==> src/rtl/gbn_pkg.sv <==
// shared types and constants for the go-back-n sender window engine
// no dependencies; imported by the controller, datapath and top level
`timescale 1ns / 1ps

package gbn_pkg;

    // chunk size is a power of two so offsets and frame counts reduce to shifts
    localparam int CHUNK_BYTES     = 1024;
    localparam int CHUNK_SHIFT     = $clog2(CHUNK_BYTES);
    localparam int MAX_FRAMES      = 65536;
    localparam int WINDOW_MAX_DEF  = 16;

    localparam int LEN_W     = 27;
    localparam int SEQ_W     = 16;
    localparam int CHUNK_W   = 11;
    localparam int OFF_W     = 26;
    localparam int TOTAL_W   = 32;
    localparam int FRAME_W   = 17;
    localparam int WSIZE_W   = 5;
    localparam int TRIES_W   = 8;
    localparam int CFG_IDX_W = 1;
    localparam int CFG_DAT_W = 8;

    localparam logic [LEN_W-1:0] LEN_CAP = LEN_W'(MAX_FRAMES * CHUNK_BYTES);

    localparam logic [1:0] ACT_START   = 2'd0;
    localparam logic [1:0] ACT_ACK     = 2'd1;
    localparam logic [1:0] ACT_TIMEOUT = 2'd2;

    localparam logic [CFG_IDX_W-1:0] REG_WINDOW_SIZE = 1'b0;
    localparam logic [CFG_IDX_W-1:0] REG_MAX_TRIES   = 1'b1;

    localparam logic KIND_DATA     = 1'b0;
    localparam logic KIND_TEARDOWN = 1'b1;

    typedef struct packed {
        logic accept;
        logic burst_init;
        logic load_data;
        logic load_tear;
    } gbn_cmd_t;

    typedef struct packed {
        logic ev_valid;
        logic ev_send;
        logic busy;
        logic done_all;
        logic tries_out;
        logic slot_free;
        logic burst_last;
    } gbn_status_t;

endpackage

==> src/rtl/gbn_ctrl.sv <==
// sequencing state machine: event accept, settle decision, burst and teardown
// depends on gbn_pkg for the command and status structs
`timescale 1ns / 1ps

module gbn_ctrl
    import gbn_pkg::*;
(
    input  logic        clk,
    input  logic        rst_n,
    input  logic        in_valid,
    output logic        in_stall,
    input  gbn_status_t status,
    output gbn_cmd_t    cmd
);

    typedef enum logic [3:0] {
        ST_IDLE   = 4'b0001,
        ST_SETTLE = 4'b0010,
        ST_BURST  = 4'b0100,
        ST_TEAR   = 4'b1000
    } state_t;

    state_t state_reg;
    state_t state_next;
    logic   send_reg;
    logic   send_next;

    assign in_stall = (state_reg != ST_IDLE);

    always_comb
    begin
        state_next     = state_reg;
        send_next      = send_reg;
        cmd.accept     = 1'b0;
        cmd.burst_init = 1'b0;
        cmd.load_data  = 1'b0;
        cmd.load_tear  = 1'b0;
        case (state_reg)
            ST_IDLE:
            begin
                cmd.accept = in_valid;
                if (in_valid && status.ev_valid)
                begin
                    send_next  = status.ev_send;
                    state_next = ST_SETTLE;
                end
            end
            ST_SETTLE:
            begin
                if (status.done_all || status.tries_out)
                begin
                    state_next = ST_TEAR;
                end
                else if (send_reg)
                begin
                    cmd.burst_init = 1'b1;
                    state_next     = ST_BURST;
                end
                else
                begin
                    state_next = ST_IDLE;
                end
            end
            ST_BURST:
            begin
                if (status.slot_free)
                begin
                    cmd.load_data = 1'b1;
                    if (status.burst_last)
                    begin
                        state_next = ST_IDLE;
                    end
                end
            end
            ST_TEAR:
            begin
                if (status.slot_free)
                begin
                    cmd.load_tear = 1'b1;
                    state_next    = ST_IDLE;
                end
            end
            default:
            begin
                state_next = ST_IDLE;
            end
        endcase
    end

    always_ff @(posedge clk or negedge rst_n)
    begin
        if (!rst_n)
        begin
            state_reg <= ST_IDLE;
            send_reg  <= 1'b0;
        end
        else
        begin
            state_reg <= state_next;
            send_reg  <= send_next;
        end
    end

`ifndef ASSERT_OFF
    a_burst_busy: assert property (@(posedge clk) disable iff (!rst_n)
        (state_reg == ST_BURST) |-> status.busy)
        else $error("burst running without an open transfer");

    a_tear_clears: assert property (@(posedge clk) disable iff (!rst_n)
        (state_reg == ST_TEAR && status.slot_free) |=> !status.busy)
        else $error("teardown did not close the transfer");
`endif

endmodule

==> src/rtl/gbn_datapath.sv <==
// window state, totals, configuration registers and the result register
// depends on gbn_pkg; driven by commands from gbn_ctrl
`timescale 1ns / 1ps

module gbn_datapath
    import gbn_pkg::*;
#(
    parameter int WINDOW_MAX = WINDOW_MAX_DEF
)
(
    input  logic                        clk,
    input  logic                        rst_n,
    input  logic                        cfg_write,
    input  logic [CFG_IDX_W-1:0]        cfg_index,
    input  logic [CFG_DAT_W-1:0]        cfg_data,
    input  logic [1:0]                  action,
    input  logic [LEN_W-1:0]            total_length,
    input  logic                        ack_is_ack,
    input  logic signed [FRAME_W-1:0]   ack_seq,
    input  gbn_cmd_t                    cmd,
    output gbn_status_t                 status,
    output logic                        out_valid,
    input  logic                        out_stall,
    output logic                        frame_kind,
    output logic [SEQ_W-1:0]            seq_no,
    output logic [CHUNK_W-1:0]          chunk_len,
    output logic [OFF_W-1:0]            byte_offset,
    output logic                        gave_up,
    output logic [TOTAL_W-1:0]          bytes_sent_total,
    output logic [TOTAL_W-1:0]          retrans_total,
    output logic                        last
);

    localparam int WIN_W = $clog2(WINDOW_MAX + 1);

    // configuration
    logic [WSIZE_W-1:0] window_size_reg, window_size_next;
    logic [TRIES_W-1:0] max_tries_reg, max_tries_next;

    // transfer state
    logic                      busy_reg, busy_next;
    logic [FRAME_W-1:0]        window_base_reg, window_base_next;
    logic signed [FRAME_W-1:0] highest_sent_reg, highest_sent_next;
    logic signed [FRAME_W-1:0] highest_acked_reg, highest_acked_next;
    logic [FRAME_W-1:0]        frame_count_reg, frame_count_next;
    logic [LEN_W-1:0]          message_length_reg, message_length_next;
    logic [TRIES_W-1:0]        retry_count_reg, retry_count_next;
    logic [TOTAL_W-1:0]        bytes_issued_reg, bytes_issued_next;
    logic [TOTAL_W-1:0]        retrans_count_reg, retrans_count_next;

    // burst walk
    logic [WIN_W-1:0]   burst_cnt_reg, burst_cnt_next;
    logic [FRAME_W-1:0] seq_reg, seq_next;

    // result register
    logic                 out_valid_reg, out_valid_next;
    logic                 kind_reg, kind_next;
    logic [SEQ_W-1:0]     seq_no_reg, seq_no_next;
    logic [CHUNK_W-1:0]   chunk_reg, chunk_next;
    logic [OFF_W-1:0]     off_reg, off_next;
    logic                 gave_reg, gave_next;
    logic [TOTAL_W-1:0]   bytes_out_reg, bytes_out_next;
    logic [TOTAL_W-1:0]   retrans_out_reg, retrans_out_next;
    logic                 last_reg, last_next;

    logic [WIN_W-1:0]          win_eff;
    logic signed [FRAME_W:0]   hs_ext, ha_ext, fc_m1, outstanding;
    logic [LEN_W-1:0]          len_clamped;
    logic [LEN_W:0]            len_round;
    logic [FRAME_W-1:0]        fc_new;
    logic                      ack_newer;
    logic [TRIES_W-1:0]        retry_inc;
    logic [TOTAL_W:0]          retrans_sum;
    logic [TOTAL_W-1:0]        retrans_sat;
    logic [LEN_W-1:0]          off_full;
    logic [LEN_W-1:0]          remain;
    logic [CHUNK_W-1:0]        chunk_now;
    logic [TOTAL_W:0]          bytes_sum;
    logic [TOTAL_W-1:0]        bytes_sat;
    logic                      slot_free;

    always_comb
    begin
        if (window_size_reg == '0)
        begin
            win_eff = WIN_W'(1);
        end
        else if (32'(window_size_reg) > 32'(WINDOW_MAX))
        begin
            win_eff = WIN_W'(WINDOW_MAX);
        end
        else
        begin
            win_eff = WIN_W'(window_size_reg);
        end
    end

    assign hs_ext = {highest_sent_reg[FRAME_W-1], highest_sent_reg};
    assign ha_ext = {highest_acked_reg[FRAME_W-1], highest_acked_reg};
    assign fc_m1  = $signed({1'b0, frame_count_reg}) - 18'sd1;

    // start: clamp length and round up to whole chunks
    assign len_clamped = (total_length > LEN_CAP) ? LEN_CAP : total_length;
    assign len_round   = {1'b0, len_clamped} + (LEN_W + 1)'(CHUNK_BYTES - 1);
    assign fc_new      = FRAME_W'(len_round >> CHUNK_SHIFT);

    assign ack_newer = (ack_seq > highest_acked_reg);

    // timeout: saturating retry count and retransmission total
    assign retry_inc   = (retry_count_reg == '1) ? retry_count_reg
                                                 : retry_count_reg + TRIES_W'(1);
    assign outstanding = hs_ext - ha_ext;
    assign retrans_sum = {1'b0, retrans_count_reg}
                       + ((outstanding > 0) ? (TOTAL_W + 1)'(outstanding[FRAME_W-1:0])
                                            : '0);
    assign retrans_sat = retrans_sum[TOTAL_W] ? '1 : retrans_sum[TOTAL_W-1:0];

    // burst: offset and length of the chunk at seq_reg
    assign off_full  = LEN_W'(seq_reg) << CHUNK_SHIFT;
    assign remain    = message_length_reg - off_full;
    assign chunk_now = (remain >= LEN_W'(CHUNK_BYTES)) ? CHUNK_W'(CHUNK_BYTES)
                                                       : CHUNK_W'(remain);
    assign bytes_sum = {1'b0, bytes_issued_reg} + (TOTAL_W + 1)'(chunk_now);
    assign bytes_sat = bytes_sum[TOTAL_W] ? '1 : bytes_sum[TOTAL_W-1:0];

    assign slot_free = !out_valid_reg || !out_stall;

    always_comb
    begin
        status.busy       = busy_reg;
        status.done_all   = (ha_ext >= fc_m1);
        status.tries_out  = (retry_count_reg >= max_tries_reg);
        status.slot_free  = slot_free;
        status.burst_last = ((burst_cnt_reg + WIN_W'(1)) == win_eff)
                          || ((18'(seq_reg) + 18'd1) >= 18'(frame_count_reg));
        status.ev_send    = 1'b1;
        case (action)
            ACT_START:
            begin
                status.ev_valid = !busy_reg;
            end
            ACT_ACK:
            begin
                status.ev_valid = busy_reg && ack_is_ack && ack_newer;
                status.ev_send  = (ack_seq == highest_sent_reg);
            end
            ACT_TIMEOUT:
            begin
                status.ev_valid = busy_reg;
            end
            default:
            begin
                status.ev_valid = 1'b0;
            end
        endcase
    end

    always_comb
    begin
        window_size_next    = window_size_reg;
        max_tries_next      = max_tries_reg;
        busy_next           = busy_reg;
        window_base_next    = window_base_reg;
        highest_sent_next   = highest_sent_reg;
        highest_acked_next  = highest_acked_reg;
        frame_count_next    = frame_count_reg;
        message_length_next = message_length_reg;
        retry_count_next    = retry_count_reg;
        bytes_issued_next   = bytes_issued_reg;
        retrans_count_next  = retrans_count_reg;
        burst_cnt_next      = burst_cnt_reg;
        seq_next            = seq_reg;
        out_valid_next      = out_valid_reg;
        kind_next           = kind_reg;
        seq_no_next         = seq_no_reg;
        chunk_next          = chunk_reg;
        off_next            = off_reg;
        gave_next           = gave_reg;
        bytes_out_next      = bytes_out_reg;
        retrans_out_next    = retrans_out_reg;
        last_next           = last_reg;

        if (cfg_write)
        begin
            case (cfg_index)
                REG_WINDOW_SIZE: window_size_next = cfg_data[WSIZE_W-1:0];
                REG_MAX_TRIES:   max_tries_next   = cfg_data[TRIES_W-1:0];
                default:         window_size_next = window_size_reg;
            endcase
        end

        if (cmd.accept && status.ev_valid)
        begin
            case (action)
                ACT_START:
                begin
                    message_length_next = len_clamped;
                    frame_count_next    = fc_new;
                    window_base_next    = '0;
                    highest_sent_next   = '1;
                    highest_acked_next  = '1;
                    retry_count_next    = '0;
                    busy_next           = 1'b1;
                end
                ACT_ACK:
                begin
                    highest_acked_next = ack_seq;
                    window_base_next   = FRAME_W'(ack_seq) + FRAME_W'(1);
                    retry_count_next   = '0;
                end
                ACT_TIMEOUT:
                begin
                    retry_count_next   = retry_inc;
                    retrans_count_next = retrans_sat;
                end
                default:
                begin
                    busy_next = busy_reg;
                end
            endcase
        end

        if (cmd.burst_init)
        begin
            burst_cnt_next = '0;
            seq_next       = window_base_reg;
        end

        if (out_valid_reg && !out_stall)
        begin
            out_valid_next = 1'b0;
        end

        if (cmd.load_data)
        begin
            bytes_issued_next = bytes_sat;
            if ($signed(seq_reg) > highest_sent_reg)
            begin
                highest_sent_next = $signed(seq_reg);
            end
            burst_cnt_next   = burst_cnt_reg + WIN_W'(1);
            seq_next         = seq_reg + FRAME_W'(1);
            out_valid_next   = 1'b1;
            kind_next        = KIND_DATA;
            seq_no_next      = seq_reg[SEQ_W-1:0];
            chunk_next       = chunk_now;
            off_next         = off_full[OFF_W-1:0];
            gave_next        = 1'b0;
            bytes_out_next   = bytes_sat;
            retrans_out_next = retrans_count_reg;
            last_next        = status.burst_last;
        end

        if (cmd.load_tear)
        begin
            busy_next        = 1'b0;
            out_valid_next   = 1'b1;
            kind_next        = KIND_TEARDOWN;
            seq_no_next      = '0;
            chunk_next       = '0;
            off_next         = '0;
            gave_next        = !status.done_all;
            bytes_out_next   = bytes_issued_reg;
            retrans_out_next = retrans_count_reg;
            last_next        = 1'b1;
        end
    end

    always_ff @(posedge clk or negedge rst_n)
    begin
        if (!rst_n)
        begin
            window_size_reg    <= WSIZE_W'(4);
            max_tries_reg      <= TRIES_W'(10);
            busy_reg           <= 1'b0;
            window_base_reg    <= '0;
            highest_sent_reg   <= '1;
            highest_acked_reg  <= '1;
            frame_count_reg    <= '0;
            message_length_reg <= '0;
            retry_count_reg    <= '0;
            bytes_issued_reg   <= '0;
            retrans_count_reg  <= '0;
            out_valid_reg      <= 1'b0;
        end
        else
        begin
            window_size_reg    <= window_size_next;
            max_tries_reg      <= max_tries_next;
            busy_reg           <= busy_next;
            window_base_reg    <= window_base_next;
            highest_sent_reg   <= highest_sent_next;
            highest_acked_reg  <= highest_acked_next;
            frame_count_reg    <= frame_count_next;
            message_length_reg <= message_length_next;
            retry_count_reg    <= retry_count_next;
            bytes_issued_reg   <= bytes_issued_next;
            retrans_count_reg  <= retrans_count_next;
            out_valid_reg      <= out_valid_next;
        end
    end

    always_ff @(posedge clk)
    begin
        burst_cnt_reg   <= burst_cnt_next;
        seq_reg         <= seq_next;
        kind_reg        <= kind_next;
        seq_no_reg      <= seq_no_next;
        chunk_reg       <= chunk_next;
        off_reg         <= off_next;
        gave_reg        <= gave_next;
        bytes_out_reg   <= bytes_out_next;
        retrans_out_reg <= retrans_out_next;
        last_reg        <= last_next;
    end

    assign out_valid        = out_valid_reg;
    assign frame_kind       = kind_reg;
    assign seq_no           = seq_no_reg;
    assign chunk_len        = chunk_reg;
    assign byte_offset      = off_reg;
    assign gave_up          = gave_reg;
    assign bytes_sent_total = bytes_out_reg;
    assign retrans_total    = retrans_out_reg;
    assign last             = last_reg;

`ifndef ASSERT_OFF
    a_load_when_free: assert property (@(posedge clk) disable iff (!rst_n)
        (cmd.load_data || cmd.load_tear) |-> slot_free)
        else $error("result register overwritten while a request waits");

    a_sent_in_range: assert property (@(posedge clk) disable iff (!rst_n)
        hs_ext < $signed({1'b0, frame_count_reg}))
        else $error("highest sent frame beyond the message");
`endif

endmodule

==> src/rtl/go_back_n_sender_window_core.sv <==
// go-back-n sender window engine: one event request in, up to a window of frame requests out
// an event is taken in the idle state and decided in the settle state; any result is registered
// from the burst or teardown state; an acted-upon event gives up to a window size of results, one per
// cycle in a burst while out_stall is low; an ignored event leaves the core in the idle state
// reset (rst_n, asynchronous, active low): idle, no transfer open, totals cleared,
// window size 4, retry limit 10
`timescale 1ns / 1ps

module go_back_n_sender_window_core
    import gbn_pkg::*;
#(
    parameter int WINDOW_MAX = WINDOW_MAX_DEF
)
(
    input  logic                      clk,
    input  logic                      rst_n,
    input  logic                      cfg_write,
    input  logic [CFG_IDX_W-1:0]      cfg_index,
    input  logic [CFG_DAT_W-1:0]      cfg_data,
    input  logic                      in_valid,
    output logic                      in_stall,
    input  logic [1:0]                action,
    input  logic [LEN_W-1:0]          total_length,
    input  logic                      ack_is_ack,
    input  logic signed [FRAME_W-1:0] ack_seq,
    output logic                      out_valid,
    input  logic                      out_stall,
    output logic                      frame_kind,
    output logic [SEQ_W-1:0]          seq_no,
    output logic [CHUNK_W-1:0]        chunk_len,
    output logic [OFF_W-1:0]          byte_offset,
    output logic                      gave_up,
    output logic [TOTAL_W-1:0]        bytes_sent_total,
    output logic [TOTAL_W-1:0]        retrans_total,
    output logic                      last
);

    gbn_cmd_t    cmd;
    gbn_status_t status;

    gbn_ctrl u_ctrl (
        .clk      (clk),
        .rst_n    (rst_n),
        .in_valid (in_valid),
        .in_stall (in_stall),
        .status   (status),
        .cmd      (cmd)
    );

    gbn_datapath #(
        .WINDOW_MAX (WINDOW_MAX)
    ) u_datapath (
        .clk              (clk),
        .rst_n            (rst_n),
        .cfg_write        (cfg_write),
        .cfg_index        (cfg_index),
        .cfg_data         (cfg_data),
        .action           (action),
        .total_length     (total_length),
        .ack_is_ack       (ack_is_ack),
        .ack_seq          (ack_seq),
        .cmd              (cmd),
        .status           (status),
        .out_valid        (out_valid),
        .out_stall        (out_stall),
        .frame_kind       (frame_kind),
        .seq_no           (seq_no),
        .chunk_len        (chunk_len),
        .byte_offset      (byte_offset),
        .gave_up          (gave_up),
        .bytes_sent_total (bytes_sent_total),
        .retrans_total    (retrans_total),
        .last             (last)
    );

endmodule

==> config.mk <==
export PLATFORM = sky130hd
export DESIGN_NAME = go_back_n_sender_window_core
export DESIGN_NICKNAME = d
export VERILOG_FILES = /design/src/rtl/gbn_pkg.sv /design/src/rtl/gbn_ctrl.sv /design/src/rtl/gbn_datapath.sv /design/src/rtl/go_back_n_sender_window_core.sv
export SDC_FILE = /design/constraint.sdc
export NUM_CORES = 1
export LEC_CHECK = 0
export BUFFER_PORTS_ARGS = -buffer_cell sky130_fd_sc_hd__buf_2
export CAP_MARGIN = 20
export CORE_ASPECT_RATIO = 1.25
export CORE_MARGIN = 10
export CORE_UTILIZATION = 59
export DETAILED_ROUTE_END_ITERATION = 7
export PLACE_DENSITY = 0.81
export REMOVE_ABC_BUFFERS = 1
export SKIP_LAST_GASP = 1
export SYNTH_ARGS = -nofsm -noshare
export SYNTH_HDL_FRONTEND = slang
export SYNTH_SLANG_ARGS = --single-unit
==> constraint.sdc <==
create_clock -name clk -period 7.24 [get_ports clk]
set_input_delay 0.362 -clock clk [delete_from_list [all_inputs] [get_ports clk]]
set_output_delay 0.362 -clock clk [all_outputs]
set_load 0.02 [all_outputs]
After elaboration in Yosys (flattened, before gate mapping)
Cells that the tools add are included.
{ "classes": {"n_reduce_logical": 31, "mux": 47, "n_bitwise": 1, "addsub": 11, "n_eq_ne": 15, "n_lt_le_gt_ge": 9} }
{ "ops": {"columns": ["op", "n"], "rows": [
  ["2-to-1 mux 32 bit", 6],
  ["2-to-1 mux 17 bit", 7],
  ["one-hot mux 17 bit (2 select lines)", 2],
  ["greater-than comparator 17 bit", 2],
  ["adder 32 x 11 -> 33 bit", 1],
  ["adder 32 x 33 -> 33 bit", 1],
  ["adder 27 x 10 -> 27 bit, second input constant", 1],
  ["greater-or-equal comparator 27 x 11 -> 1 bit, second input constant", 1],
  ["greater-than comparator 27 bit, second input constant", 1],
  ["2-to-1 mux 27 bit", 1],
  ["subtractor 27 bit", 1],
  ["2-to-1 mux 4 bit", 5],
  ["2-to-1 mux 5 bit", 4],
  ["adder 17 x 1 -> 18 bit, second input constant", 1],
  ["greater-or-equal comparator 17 x 18 -> 1 bit", 1],
  ["greater-or-equal comparator 18 x 17 -> 1 bit", 1],
  ["greater-than comparator 18 x 1 -> 1 bit, second input constant", 1],
  ["subtractor 17 x 1 -> 18 bit, second input constant", 1],
  ["subtractor 17 x 17 -> 18 bit", 1],
  ["adder 17 x 1 -> 17 bit, second input constant", 1],
  ["adder 17 x 2 -> 17 bit, second input constant", 1],
  ["equality test 17 bit", 1],
  ["2-to-1 mux 1 bit", 16],
  ["one-hot mux 4 bit (4 select lines)", 1],
  ["other kinds (32)", 55]
]} }
{ "totals": {"elab_cells": 137, "input_bits": 61, "ff_bits": 303, "output_inout_bits": 122} }

Longest topological paths before layout
{ "logic_depth": {"word_depth": 8, "depth_mapped": 23, "ltp_nobuf": 21} }

Cells and area by module
Synthesis repeated with hierarchy kept, for this count alone.
{ "unflattened": {"cells_unflattened": 2034, "area_unflattened_um2": 19157.1} }
{ "by_module_without_submodules": {"columns": ["mod", "instances", "seq_area_each_um2", "area_per_inst_um2", "cells_each"], "rows": [
  ["gbn_datapath", 1, 7793.7, 18861.8, 2005],
  ["gbn_ctrl", 1, 126.4, 295.3, 29]
]} }

Worst setup path before layout
Ideal clock, no wire load.
{ "synth_timing": {"path_type": "flip-flop to flip-flop", "start": "register u_datapath.highest_acked_reg[1]", "end": "register u_datapath.retrans_count_reg[10]", "required_time_ns": 7.099, "path_stages_with_launch": 23, "setup_time_ns": 0.141, "path_buffers": 3, "arrival_ns": 4.987, "slack_ns": 2.112, "synth_period_minus_slack_ns": 5.128, "path_cell_list": "dfstp_2 -> inv_1 -> ha_1 -> nor2b_1 -> o31a_1 -> o41ai_1 -> o21ai_1 -> nor2_1 -> o21ai_1 -> a31oi_1 -> buf_2 -> nor2_1 -> ha_1 -> fa_1 -> a21oi_1 -> o21ai_0 -> a41oi_1 -> a31oi_1 -> o211ai_1 -> a21o_1 -> clkbuf_1 -> buf_1 -> a31oi_1"} }
{ "synth_between": {"elab_chain_len": 5, "elab_cells_between_ends": 10, "cone_classes": "add/sub (2); order compare (2); mux (3); reduce/logical (3)"} }
{ "synth_lines": {"columns": ["element", "line", "rtl"], "rows": [
  ["start: declaration", "gbn_datapath.sv:44", "logic signed [FRAME_W-1:0] highest_acked_reg, highest_acked_next;"],
  ["start signal: assignment", "gbn_datapath.sv:293", "highest_acked_reg <= highest_acked_next;"],
  ["subtractor 17 x 17 -> 18 bit or greater-than comparator 17 bit (tied branches)", "gbn_datapath.sv:112, gbn_datapath.sv:107", null],
  ["greater-than comparator 18 x 1 -> 1 bit or logical AND 1 bit (tied branches)", "gbn_datapath.sv:114, gbn_datapath.sv:144", null],
  ["2-to-1 mux 17 bit or one-hot mux 1 bit (3 select lines) (tied branches)", "gbn_datapath.sv:114, gbn_datapath.sv:137", null],
  ["adder 32 x 33 -> 33 bit or logical AND 1 bit (tied branches)", "gbn_datapath.sv:114, gbn_datapath.sv:192", null],
  ["2-to-1 mux 32 bit or AND reduction 2 bit (tied branches)", null, null],
  ["end signal: assignment", "gbn_datapath.sv:298", "retrans_count_reg <= retrans_count_next;"],
  ["end: declaration", "gbn_datapath.sv:49", "logic [TOTAL_W-1:0] retrans_count_reg, retrans_count_next;"]
]} }
Several ways; a longest one is shown, not always the timed one.
A chain may end at the register's enable or synchronous reset.

Worst setup path in the final report
{ "layout_timing": {"start": "register u_datapath.seq_reg[0]", "end": "register u_datapath.bytes_out_reg[25], in the netlist u_datapath.bytes_sent_total[25] (data pin)"} }
{ "layout_between": {"elab_chain_len": 7} }
{ "layout_lines": {"columns": ["element", "line", "rtl"], "rows": [
  ["start: declaration", "gbn_datapath.sv:53", "logic [FRAME_W-1:0] seq_reg, seq_next;"],
  ["start signal: assignment", "gbn_datapath.sv:306", "seq_reg <= seq_next;"],
  ["subtractor 27 bit", "gbn_datapath.sv:120", "assign remain = message_length_reg - off_full;"],
  ["greater-or-equal comparator 27 x 11 -> 1 bit", "gbn_datapath.sv:121", "assign chunk_now = (remain >= LEN_W'(CHUNK_BYTES)) ? CHUNK_W'(CHUNK_BYTES)"],
  ["2-to-1 mux 11 bit", "gbn_datapath.sv:121", null],
  ["net u_datapath.chunk_now[0]", "gbn_datapath.sv:77", "logic [CHUNK_W-1:0] chunk_now;"],
  ["adder 32 x 11 -> 33 bit", "gbn_datapath.sv:123", "assign bytes_sum = {1'b0, bytes_issued_reg} + (TOTAL_W + 1)'(chunk_now);"],
  ["2-to-1 mux 32 bit", "gbn_datapath.sv:124", "assign bytes_sat = bytes_sum[TOTAL_W] ? '1 : bytes_sum[TOTAL_W-1:0];"],
  ["2-to-1 mux 32 bit", "gbn_datapath.sv:234", "if (cmd.load_data)"],
  ["2-to-1 mux 32 bit", "gbn_datapath.sv:254", "if (cmd.load_tear)"],
  ["net u_datapath.bytes_out_next[25]", "gbn_datapath.sv:62", "logic [TOTAL_W-1:0] bytes_out_reg, bytes_out_next;"],
  ["end signal: assignment", "gbn_datapath.sv:312", "bytes_out_reg <= bytes_out_next;"],
  ["end: declaration", "gbn_datapath.sv:62", null]
]} }
The timed path passes the listed nets, and every way through them passes these cells. The select of a mux whose other input is x is not followed.

==> out/results.ini <==
[pwr]
p_per_area_nw_per_um2=418
peakVddDrop_uv=307
leakage_nw=9.36

[setup_path]
end_kind=flop
crit_chain=ha_1 > fa_1 > xnor2_1 > a2111oi_1 > nand4_1 > nor4b_2 > nand4_1 > nor4_4 > and2_1 > ha_1 > fa_1 > a21o_1 > a21oi_1 > o21a_1 > o21ai_1 > and4_1 > nor2_1 > and3_1 > nor3_1
crit_start=u_datapath.seq_reg[0]
r2r_slack_ps=1180
r2r_start=u_datapath.seq_reg[0]
reg2regPathDepth=19
cp_slowest_cell=and4_1
crit_buf_inv=0
crit_fanout=17
cp-start-kind=flop
path_delay_family=simple AND/OR/NAND/NOR gates
arrival_ps=6430
critPathRequiredTime_ps=7600
slowest_delay_ps=720
timing.rr.end=u_datapath.bytes_sent_total[25]
crit_type=flop to flop

[floorplan]
io_pins=183
dieWidth_um=179
core_area_um2=31200
start_util_pct=60.1
dieArea_um2=39300
die_h_um=219
rows=72

[sta]
hold_slack_ps=72.2
worst-slew-pin-transition_ps=917
setup_viol=0
rsz0062_at_grt=no
fmax_ghz=0.165
finalCritPeriodShare_pct=83.8
tns_ps=0
drv_slew=0
fin_worst_skew_ps=22.0
finalCriticalPeriod_ps=6060
finalHoldViolCount=0
maxSlewHeadroom_pct=38.3

[clock_network]
cts_sinks=303
clk_path_buf_depth=3
clkTransAtPathRegs_ps=60
cts_buffers=34
root_buffer=clkbuf_16
clk_latency_ps=530
htreeDepth=2
cts_tree=yes
cts-resized-gates=0

[drt]
dr_total_vias=15900
routedWlPerCell_um=20.0
routed_via_density=6.18
wirelength_mm=51.7
drc_errors=0
ant_nets=0
initialDrtViolationCount=1276
dr.pass1.iters=5

[synthesis]
synth_top_family_by_area=simple AND/OR/NAND/NOR gates
synth_fa_ha_area_share_pct=9.97
yosysWarningCount=0
syn_area_um2=18700
ys.flop_type=dfrtp_1
yosys.area.top_type=dfrtp_1
synth_cell_types=80
synth-simple-area-share_pct=17.6
seq_area_frac_synth_pct=42.3
synth_edf_count=87
yosysMostFrequentCell=nand2_1
avgSynthCellArea_um2=9.33
muxShareOfSynthArea_pct=2.08
synth-xor-area-share_pct=5.61
async_flop_share_pct=61.7
yosys-top-cells-count=nand2_1 (224), nor2_1 (161), dfrtp_1 (149)
synth_compound_area_share_pct=17.3
synth_top_area_share_pct=19.9
netlist_instances=2008
synthTopCellsByArea=dfrtp_1 (20%), edfxtp_1 (14%), ha_1 (9.5%)
synth-seq-cells=303

[grt]
grt-ovfl-total=0
grt_pass1_wl_mm=81.8
antenna_found_initial=6
gr-usage-all-layers_pct=25.0
grt_pass1_vias=15900
grt_max_degree=136

[hold_path]
hold_path_depth=2
hold-path-endpoint=u_datapath.max_tries_reg[5]
min_path_type=input pin to flop
holdCritStartpoint=cfg_data[5]

[run_status]
status=complete, no violations

[finish]
fillCellCount=2557
drive_above_1_share_pct=15.3
fin_area_um2=20900
final_core_util_pct=67.0
layout.nets=2347
syn2layout_area_growth_pct=11.4
instances_no_fill=2577

[job]
drv_cap=0

[placed_design]
detailed_place_hpwl_mm=38.3
placed_cell_area_um2=19800
gp_congestion=0.929
port_buffers=172
placedCellCount=2508

-- cells in the final DEF (no fill, tap or decap), types with 32 or more instances in the layout --
master and n:
ha_1 143, dfrtp_1 149, nand3_1 66, inv_1 114, nand2_1 224, clkbuf_16 36, dfstp_2 38, nand4_1 42
and2_1 32, nor3_1 34, xnor2_1 91, edfxtp_1 87, a21oi_1 105, a31oi_1 61, o21ai_0 114, nor2_1 161
buf_2 171
-- what timing repair did --
action	in CTS	in global routing
buffers inserted	0	0
setup endpoints to repair	0	0
hold buffers	1	0
endpoints found under the hold margin	50	0
-- cell families (layout without fill, tap and decap cells) --
kind of cell,count (synthesis),count (layout)
flops,303,303
mux,35,35
fa+ha+maj,147,147
compound gates,495,495
xor+xnor,120,120
other cells,1,16
simple gates,690,690
buf+inv,217,364
-- power breakdown --
| group | switching (mW) | leakage, nW | internal [mW] |
|---|---|---|---|
| clock | 0.703 | 0.540 | 0.995 |
| sequential | 0.391 | 3.31 | 2.19 |
| combinational | 2.57 | 5.51 | 1.89 |
-- final cells by class --
class | count | area, µm² | area share (%)
Multi-Input combinational cell | 1497 | 9920 | 47.5
Clock inverter | 10 | 61.3 | 0.293
Inverter | 118 | 443 | 2.12
Tap cell | 407 | 509 | 2.44
Antenna cell | 6 | 15.0 | 0.0719
Sequential cell | 303 | 7920 | 37.9
Clock buffer | 51 | 1040 | 4.97
Timing Repair Buffer | 185 | 987 | 4.73
-- metal layers --
layer  part of all wire [%]  track usage [%]
met5                      0                0
met3                    5.2             3.03
met2                     50             44.3
met4                    4.6             12.5
met1                     40             29.6
-- stage by stage --
stage / power, mW / worst slack, ps
after global placement: 6.77 / 1520
after global routing: 9.38 / 687
after floorplan: 5.87 / 2060
final: 8.74 / 1180
after detailed placement: 6.95 / 1330
after CTS: 8.69 / 1320
-- worst max path at each step --
| stage | end | slack, ps | cells past startpoint |
|---|---|---|---|
| after floorplan | u_datapath.retrans_count_reg[23] | 2060 | 20 |
| after global placement | u_datapath.bytes_sent_total[25] | 1520 | 19 |
| after detailed placement | u_datapath.bytes_sent_total[25] | 1330 | 19 |
| after CTS | u_datapath.bytes_sent_total[25] | 1320 | 19 |
| after global routing | u_datapath.bytes_sent_total[25] | 690 | 20 |
| final | u_datapath.bytes_sent_total[25] | 1180 | 19 |
Power figures use the tool's default switching activity.
